[config.mk]
export PLATFORM = sky130hd
export DESIGN_NAME = ssra_addr_gen
export DESIGN_NICKNAME = d
export VERILOG_FILES = /design/src/rtl/ssra_pkg.sv /design/src/rtl/ssra_addr_gen.sv
export SDC_FILE = /design/constraint.sdc
export NUM_CORES = 1
export LEC_CHECK = 0
export ABC_AREA = 1
export BUFFER_PORTS_ARGS = -buffer_cell sky130_fd_sc_hd__clkbuf_2
export CAP_MARGIN = 20
export CORE_MARGIN = 2
export CORE_UTILIZATION = 25
export CTS_CLUSTER_DIAMETER = 100
export DETAILED_ROUTE_END_ITERATION = 8
export HOLD_SLACK_MARGIN = 0.02
export PLACE_DENSITY = 0.44
export SKIP_CTS_REPAIR_TIMING = 1
export SLEW_MARGIN = 10
export SYNTH_ARGS = -nofsm -noshare
export SYNTH_HDL_FRONTEND = slang
export SYNTH_SLANG_ARGS = --single-unit
[constraint.sdc]
create_clock -name i_clk -period 16.35 [get_ports i_clk]
set_input_delay 1.635 -clock i_clk [delete_from_list [all_inputs] [get_ports i_clk]]
set_output_delay 1.635 -clock i_clk [all_outputs]
set_load 0.05 [all_outputs]
[src/rtl/ssra_pkg.sv]
// ----------------------------------------------------------------------------
// ssra_pkg
// Shared types and constants of the shifted sub-filter response accumulator.
// ----------------------------------------------------------------------------
package ssra_pkg;

    // default geometry
    localparam int STEP_DEF    = 3;
    localparam int MAX_DIM_DEF = 64;
    localparam int MAX_SUB_DEF = 8;

    // payload widths
    localparam int SAMPLE_W   = 24;
    localparam int VALUE_W    = 32;
    localparam int CFG_IDX_W  = 3;
    localparam int CFG_DATA_W = 7;
    localparam int DIM_REG_W  = 7;
    localparam int SUB_REG_W  = 4;

    typedef enum logic [CFG_IDX_W-1:0] {
        REG_RESP_ROWS = 3'd0,
        REG_RESP_COLS = 3'd1,
        REG_OUT_ROWS  = 3'd2,
        REG_OUT_COLS  = 3'd3,
        REG_SUB_ROWS  = 3'd4,
        REG_SUB_COLS  = 3'd5
    } t_cfg_reg;

    typedef enum logic {
        OP_PUSH = 1'b0,
        OP_READ = 1'b1
    } t_op;

    typedef enum logic [1:0] {
        ST_CLEAR,
        ST_IDLE,
        ST_ACCESS
    } t_state;

    // per-item command from the address generator
    typedef struct packed {
        logic is_read;
        logic hit;
        logic last;
    } t_acc_flags;

endpackage

[src/rtl/ssra_addr_gen.sv]
// ----------------------------------------------------------------------------
// ssra_addr_gen
// Register file, push/read position counters and store address generation.
// ----------------------------------------------------------------------------
module ssra_addr_gen import ssra_pkg::*; #(
    parameter  int STEP    = STEP_DEF,
    parameter  int MAX_DIM = MAX_DIM_DEF,
    parameter  int MAX_SUB = MAX_SUB_DEF,
    localparam int DEPTH   = MAX_DIM * MAX_DIM,
    localparam int ADDR_W  = $clog2(DEPTH)
) (
    input  logic                  i_clk,
    input  logic                  i_rst_n,
    input  logic                  i_cfg_we,
    input  logic [CFG_IDX_W-1:0]  i_cfg_idx,
    input  logic [CFG_DATA_W-1:0] i_cfg_data,
    input  logic                  i_step,
    input  t_op                   i_op,
    output logic [ADDR_W-1:0]     o_addr,
    output t_acc_flags            o_flags
);

    localparam int DIM_W  = $clog2(MAX_DIM);
    localparam int EFF_W  = $clog2(MAX_DIM + 1);
    localparam int SUB_W  = (MAX_SUB > 1) ? $clog2(MAX_SUB) : 1;
    localparam int SEFF_W = $clog2(MAX_SUB + 1);
    localparam int POS_W  = EFF_W + SUB_W + 5;
    localparam int PRD_W  = DIM_W + EFF_W;
    localparam int TOT_W  = $clog2(DEPTH + 1);

    function automatic logic [31:0] clamp_cfg(input logic [31:0] v, input logic [31:0] lim);
        if (v == 32'd0) begin
            return 32'd1;
        end
        return (v > lim) ? lim : v;
    endfunction

    logic [DIM_REG_W-1:0] r_resp_rows, r_resp_cols, r_out_rows, r_out_cols;
    logic [SUB_REG_W-1:0] r_sub_rows, r_sub_cols;

    logic [DIM_W-1:0]  r_map_row, r_map_col;
    logic [SUB_W-1:0]  r_sub_row, r_sub_col;
    logic [ADDR_W-1:0] r_read_idx;

    logic [EFF_W-1:0]  eff_rr, eff_rc, eff_or, eff_oc;
    logic [SEFF_W-1:0] eff_sr, eff_sc;

    logic [POS_W-1:0]  row_p, col_p, r0, c0, row_nx, col_nx, srow_nx, scol_nx;
    logic [DIM_W-1:0]  dr, dc;
    logic [PRD_W-1:0]  prod;
    logic [ADDR_W-1:0] push_addr, read_addr;
    logic [TOT_W-1:0]  total;
    logic              hit, last;

    // register writes
    always_ff @(posedge i_clk) begin
        if (!i_rst_n) begin
            r_resp_rows <= DIM_REG_W'(1);
            r_resp_cols <= DIM_REG_W'(1);
            r_out_rows  <= DIM_REG_W'(1);
            r_out_cols  <= DIM_REG_W'(1);
            r_sub_rows  <= SUB_REG_W'(1);
            r_sub_cols  <= SUB_REG_W'(1);
        end else if (i_cfg_we) begin
            case (t_cfg_reg'(i_cfg_idx))
                REG_RESP_ROWS: r_resp_rows <= i_cfg_data[DIM_REG_W-1:0];
                REG_RESP_COLS: r_resp_cols <= i_cfg_data[DIM_REG_W-1:0];
                REG_OUT_ROWS:  r_out_rows  <= i_cfg_data[DIM_REG_W-1:0];
                REG_OUT_COLS:  r_out_cols  <= i_cfg_data[DIM_REG_W-1:0];
                REG_SUB_ROWS:  r_sub_rows  <= i_cfg_data[SUB_REG_W-1:0];
                REG_SUB_COLS:  r_sub_cols  <= i_cfg_data[SUB_REG_W-1:0];
                default: ;
            endcase
        end
    end

    always_comb begin
        eff_rr = EFF_W'(clamp_cfg(32'(r_resp_rows), 32'(MAX_DIM)));
        eff_rc = EFF_W'(clamp_cfg(32'(r_resp_cols), 32'(MAX_DIM)));
        eff_or = EFF_W'(clamp_cfg(32'(r_out_rows),  32'(MAX_DIM)));
        eff_oc = EFF_W'(clamp_cfg(32'(r_out_cols),  32'(MAX_DIM)));
        eff_sr = SEFF_W'(clamp_cfg(32'(r_sub_rows), 32'(MAX_SUB)));
        eff_sc = SEFF_W'(clamp_cfg(32'(r_sub_cols), 32'(MAX_SUB)));
    end

    // push: window test and store address
    always_comb begin
        row_p = POS_W'(r_map_row);
        col_p = POS_W'(r_map_col);
        r0    = POS_W'(32'(r_sub_row) * 32'(STEP));
        c0    = POS_W'(32'(r_sub_col) * 32'(STEP));
        hit   = (row_p < POS_W'(eff_rr)) && (col_p < POS_W'(eff_rc)) &&
                (row_p >= r0) && (row_p < r0 + POS_W'(eff_or)) &&
                (col_p >= c0) && (col_p < c0 + POS_W'(eff_oc));
        dr        = DIM_W'(row_p - r0);
        dc        = DIM_W'(col_p - c0);
        prod      = PRD_W'(dc) * PRD_W'(eff_or);
        push_addr = ADDR_W'(prod + PRD_W'(dr));

        row_nx  = row_p + POS_W'(1);
        col_nx  = col_p + POS_W'(1);
        srow_nx = POS_W'(r_sub_row) + POS_W'(1);
        scol_nx = POS_W'(r_sub_col) + POS_W'(1);
    end

    // read: restart when the index lies beyond the current map size
    always_comb begin
        total     = TOT_W'(TOT_W'(eff_or) * TOT_W'(eff_oc));
        read_addr = (TOT_W'(r_read_idx) >= total) ? '0 : r_read_idx;
        last      = (TOT_W'(read_addr) == total - TOT_W'(1));
    end

    always_comb begin
        o_addr          = (i_op == OP_READ) ? read_addr : push_addr;
        o_flags.is_read = (i_op == OP_READ);
        o_flags.hit     = hit;
        o_flags.last    = last;
    end

    always_ff @(posedge i_clk) begin
        if (!i_rst_n) begin
            r_map_row  <= '0;
            r_map_col  <= '0;
            r_sub_row  <= '0;
            r_sub_col  <= '0;
            r_read_idx <= '0;
        end else if (i_step) begin
            if (i_op == OP_READ) begin
                r_read_idx <= last ? '0 : read_addr + ADDR_W'(1);
            end else if (row_nx < POS_W'(eff_rr)) begin
                r_map_row <= DIM_W'(row_nx);
            end else begin
                r_map_row <= '0;
                if (col_nx < POS_W'(eff_rc)) begin
                    r_map_col <= DIM_W'(col_nx);
                end else begin
                    r_map_col <= '0;
                    if (scol_nx < POS_W'(eff_sc)) begin
                        r_sub_col <= SUB_W'(scol_nx);
                    end else begin
                        r_sub_col <= '0;
                        r_sub_row <= (srow_nx < POS_W'(eff_sr)) ? SUB_W'(srow_nx) : '0;
                    end
                end
            end
        end
    end

endmodule

==> results of run 1 <==
-- metal layers --
layer  share of wire [%]  track usage [%]
met4                 1.8             3.85
met3                 3.3             1.80
met5                   0                0
met2                  45             22.9
met1                  50             19.3
-- worst max-delay path: cells and delay by family, from the launching register on --
family          cells  cell delay [ns]
flops               1             0.50
xor+xnor            2             0.30
simple gates        8             0.84
compound gates      7             1.31
buf+inv             5             0.70
fa+ha+maj           8             3.51
-- layout by cell type, fill, tap and decap left out, drive strengths merged, types with 4 or more instances in the layout --
master	synthesis	routed
nand3	84	84
o21ai	65	65
dfxtp	66	66
nor2	177	177
xor2	28	28
ha	138	138
a21oi	88	88
a211oi	5	5
nand4	15	15
inv	202	202
clkinv	8	13
a21o	4	4
clkbuf	10	39
nand2	307	307
o211ai	5	5
nand3b	11	11
fa	52	52
xnor2	17	17
-- layout make-up --
type                            instances  share of cell area, %
Timing Repair Buffer                   31                   1.80
Multi-Input combinational cell       1023                   68.4
Clock inverter                          6                  0.661
Inverter                              210                   7.86
Tap cell                              461                   5.75
Sequential cell                        66                   13.2
Clock buffer                           10                   2.38
-- power by group through the flow --
stage | Clock [mW] | Sequential, mW | Combinational [mW]
4_1_cts | 0.212 | 0.174 | 0.304
2_1_floorplan | 0 | 0.175 | 0.235
5_1_grt | 0.219 | 0.175 | 0.340
3_3_place_gp | 0 | 0.178 | 0.302
3_5_place_dp | 0 | 0.178 | 0.300
6_report | 0.207 | 0.174 | 0.299
-- state kept, by name (all words and copies together) (netlist names) --
register / cells
r_read_idx: 12
r_resp_cols: 7
r_out_cols: 7
r_resp_rows: 7
r_sub_col: 3
r_sub_cols: 4
r_sub_rows: 4
r_map_col: 6
r_map_row: 6
r_out_rows: 7
r_sub_row: 3
-- kinds of logic (layout without fill, tap and decap cells) --
logic type | after synthesis | count (layout)
xor+xnor | 45 | 45
flops | 66 | 66
fa+ha+maj | 190 | 190
simple gates | 605 | 605
buf+inv | 232 | 257
compound gates | 183 | 183
-- per-stage QoR --
step                      util, %  power [mW]
after floorplan                 -       0.409
after detailed placement     27.2       0.478
after CTS                    28.1       0.690
after global routing         28.1       0.734
after global placement       27.1       0.479
final                        28.1       0.680
-- final timing paths --
path	endpoint	depth (start not counted)
hold reg to reg	r_sub_rows[0]	2
hold / removal	r_sub_rows[0]	2
setup reg to reg	r_read_idx[8]	35
setup / recovery	o_addr[11]	30
==> summary.txt, run 1 <==
Synth
  – Main combinational cell family by area after synthesis: adder cells
  – Mapped Cells: approximately 1300
  – Number of synthesized register bits: 66
  – Top post-synthesis cells by area: ha_1 (19%), dfxtp_1 (15%), nand2_1 (12%)
  – Adder-cell share of the synthesized area: 30.4%
  – Synth Area per Inst: 6.90 um2
  – Post-synthesis xor/xnor area fraction: 4.33%
  – Cell with the most instances after synthesis: nand2_1
  – Post-synth ARST share: 0%
  – Yosys cell types: just over 50
  – Post-synthesis compound-gate area fraction: 11.4%
  – Mux share of post-synthesis cell area: 0%
  – Sequential fraction of the synthesis area: 14.5%
  – EDFF count, synth: 0
  – Synth Area in Simple Gates: approximately 29%
  – Synth area leader: ha_1
  – Syn. warnings: 0
  – Syn nets: 1526
  – Most instantiated cells after synthesis: nand2_1 (282), inv_1 (197), nor2_1 (173)
  – Cell Area, Synth: 9110 um2
  – Synth top area share: approximately a fifth
  – Ys flop type: dfxtp_1

Power
  – P_int: 384 uW
  – Leak: 5.19 nW
  – Reg power frac: 25.6%
  – Clk pwr share: 30.5%
  – PD cells: around 68 nW/um2
  – Worst vdd ir: 55.9 uV
  – Switching part of the total: 43.5%
  – Net switching power: 296 uW
  – Logic pwr share: 43.9%

Setup path
  – CP Launch Point: r_sub_col[0]
  – Crit. End Element: output pin
  – Critical path class: reg2out
  – CP Data Arrival Time: 7.52 ns
  – Worst r2r src: r_out_rows[2]
  – Delay of the slowest critical-path stage: 0.56 ns
  – Crit-path max FO: 6
  – Critical path launch point type: flip-flop
  – Worst path slowest cell: fa_1
  – Worst path most repeated cell: fa_1
  – Worst R2R Setup Slack: 9.18 ns
  – Worst EP required: 14.71 ns

Drt
  – Drt first pass iters: 7
  – Post-route ant nets: 0
  – Remaining DRCs: 0
  – Vias: slightly above 8000
  – DR WL/cell: 14.0 um
  – Vias per cell: 4.53
  – Post-Route WL: 25300 um
  – First DRT Iteration DRCs: 480

STA
  – Setup TNS: 0 ns
  – Clk_skew: 0.00597 ns
  – Unrepaired setup endpoints after global routing: no
  – Least-Margin Pin Slew: 0.739 ns
  – Relative slew slack: between 50% and 60%
  – Final hold vios: 0
  – Tcrit/Tclk final: 56.0%
  – Final setup vio count: 0
  – WHS: 0.467 ns
  – Max Freq: 109 MHz
  – Fin crit period: 9.16 ns
  – Final Max Tran Viols: 0
  – Final worst slack: about 7.2 ns

Clocking
  – TritonCTS clock tree: built
  – Clk Latency, worst-skew pair: 0.35 ns
  – Clock sink total: 66
  – Clk slew on worst S/H paths: about 0.06 ns
  – CTS Root Cell: clkbuf_16
  – TritonCTS Buffers: 9
  – CTS H-tree lvls: 3
  – Clock Tree Buf Depth: 2

Placed design
  – PortBufs: 29
  – HPWL after DPL: 21000 um
  – Worst slack, placed: 7.56 ns
  – Placed cell areas: 9730 um2
  – Placed Cells: 1791
  – RePlAce Congestion: 0.864

Finish
  – Layout cells sized above 1: 8.02%
  – Nets@finish: around 1500
  – Fin cells: 1807
  – Ant. Diodes: 0
  – FF/Latch Area: approximately 1300 um2
  – Multi-input gate area in the final layout: 6860 um2
  – Fin area: about 10000 um2
  – # fillers: 4044
  – Area growth, synth to finish: 10.1%

Global routing
  – Vias in the first global route: 8308
  – Overall routing resource usage: 14.0%
  – Grt ovf: 0
  – Largest net degree at the start of global routing: between 40 and 50
  – First-pass GRT wire length: 42700 um
  – Initial antenna violation count: 0

Outcome
  – Run status: finished clean

Job
  – Max_cap viols: 0

Floorplanning
  – Initial core utilization: 25.5%
  – FP Rows: 69
  – # IOs: 30
  – Core ar.: 35700 um2
  – Die area: 38000 um2
  – DIE WIDTH: 195 um
  – Die Y: 195 um

Min path
  – Worst min path class: reg2reg
  – Hold wc startpoint: r_sub_rows[0]
Note: power is estimated with default switching activity, not from simulation.
==> run 2, diff against run 1 <==
--- a/config.mk
+++ b/config.mk
@@ -13,7 +13,7 @@
 export CTS_CLUSTER_DIAMETER = 100
 export DETAILED_ROUTE_END_ITERATION = 8
 export HOLD_SLACK_MARGIN = 0.02
-export PLACE_DENSITY = 0.44
+export PLACE_DENSITY = 0.45
 export SKIP_CTS_REPAIR_TIMING = 1
 export SLEW_MARGIN = 10
 export SYNTH_ARGS = -nofsm -noshare
==> constraint.sdc (replaced) <==
create_clock -name i_clk -period 8.34 [get_ports i_clk]
set_input_delay 0.834 -clock i_clk [delete_from_list [all_inputs] [get_ports i_clk]]
set_output_delay 0.834 -clock i_clk [all_outputs]
set_load 0.05 [all_outputs]
==> run 2 against run 1 <==
Sequential share of layout area decreased by 0.16 points. Wire length down 0.17%. Count of clock-buffer cells in the layout is the same. Power rose by 100%.
==> summary.txt, run 2 (synthesized netlist as in run 1, its figures left out) <==
Finish
  – Fin cells: 1817
  – Most common cell after layout, fill and taps aside: nand2_1
  – Most frequent cells in the layout: nand2_1 (281), inv_1 (195), nor2_1 (173)
  – Nets@finish: 1556
  – Layout cells sized above 1: 9.22%
  – Fin area: 10200 um2
  – Biggest register: r_read_idx
  – Ant. Diodes: 0
  – Max reg flops: 12
  – Area growth, synth to finish: 11.7%

Setup path
  – Crit. End Element: output pin
  – CP Data Arrival Time: 7.00 ns
  – Worst path most repeated cell: fa_1
  – Worst EP required: 7.51 ns
  – Worst path slowest cell: fa_1
  – Critical path class: reg2out
  – Critical path launch point type: flip-flop
  – Delay of the slowest critical-path stage: 0.56 ns
  – Crit-path max FO: 5

Floorplanning
  – # IOs: 30
  – Die area: 38000 um2
  – FP Rows: around 70
  – Initial core utilization: about 25%
  – Core ar.: between 30000 and 40000 um2
  – Die Y: roughly 190 um
  – DIE WIDTH: 195 um

STA
  – Clk_skew: 0.00966 ns
  – Final setup vio count: 0
  – Least-Margin Pin Slew: 0.757 ns
  – Final hold vios: 0
  – Max Freq: approximately 130 MHz
  – Fin crit period: approximately 8 ns
  – Final Max Tran Viols: 0
  – Relative slew slack: roughly 50%
  – Tcrit/Tclk final: 93.9%

Power
  – Worst vdd ir: 110 uV
  – PD cells: 136 nW/um2
  – Leak: 5.26 nW

Drt
  – Post-Route WL: 25300 um
  – First DRT Iteration DRCs: 432
  – Remaining DRCs: 0
  – Post-route ant nets: 0
  – Drt first pass iters: 4
  – DR WL/cell: 13.9 um
  – Vias: 8223
  – Vias per cell: 4.53

Placed design
  – Placed cell areas: 9770 um2
  – RePlAce Congestion: around 0.83
  – HPWL after DPL: 20600 um
  – Placed Cells: 1799
  – PortBufs: 29

Global routing
  – Grt ovf: 0
  – First-pass GRT wire length: ~42000 um
  – Vias in the first global route: 8257
  – Largest net degree at the start of global routing: 42
  – Initial antenna violation count: 0
  – Overall routing resource usage: ~14%

Clocking
  – CTS Root Cell: clkbuf_16
  – Clock sink total: 66
  – Clk slew on worst S/H paths: 0.06 ns
  – TritonCTS clock tree: built
  – TritonCTS Buffers: 9
  – CTS H-tree lvls: 3
  – Clock Tree Buf Depth: 2
  – Clk Latency, worst-skew pair: roughly 0.35 ns

Outcome
  – Run status: finished clean

Job
  – Max_cap viols: 0

Min path
  – Worst min path class: reg2reg
[run 2: metal layers]
layer	wire (um)	vias to the layer above	GRT usage [%]
met3	592	13	1.58
met2	11400	89	23.2
met4	272	0	2.94
met5	0	-	0
li1	-	4317	-
met1	13000	3804	19.0
[run 2: area by class of cell]
class                   count  area [um2]
fillers                  4072       25600
multi-input cells        1024        6890
flip-flops and latches     66        1320
inverters                 210         788
well taps                 461         577
repair buffers             40         255
clock buffers              10         229
clock inverters             6         114
[run 2: per-stage QoR]
step	total power, mW	utilization [%]	hold WS, ns	setup TNS [ns]	worst slack [ns]
CTS	1.39	28.3	0.475	0	0.216
floorplan	0.802	-	0.423	0	0.633
finish	1.38	28.5	0.480	0	0.506
detailed placement	0.932	27.3	0.454	0	0.656
global route	1.49	28.5	0.502	-0.0253	-0.0253
global placement	0.935	27.3	0.453	0	0.729
[run 2: power breakdown]
part	switching, mW	internal [mW]
registers	0.0149	0.326
clock network	0.159	0.293
logic	0.401	0.189
[run 2: worst paths after layout]
path / endpoint / slack, ns / startpoint / cells past startpoint
worst max-delay path: o_addr[11] / 0.51 / r_sub_col[1] / 30
worst min-delay path: r_sub_rows[0] / 0.48 / r_sub_rows[0] / 2
worst max register to register: r_read_idx[8] / 1.56 / r_out_cols[4] / 36
worst min register to register: r_sub_rows[0] / 0.48 / r_sub_rows[0] / 2
[run 2: critical path, delay by kind of cell (launching register included)]
kind                     cells  cell delay (ns)
adder cells (fa/ha/maj)      8             3.58
AO/OA/AOI/OAI                7             1.06
AND/OR/NAND/NOR              8             0.74
buffers and inverters        5             0.50
XOR/XNOR                     2             0.41
flip-flops                   1             0.36
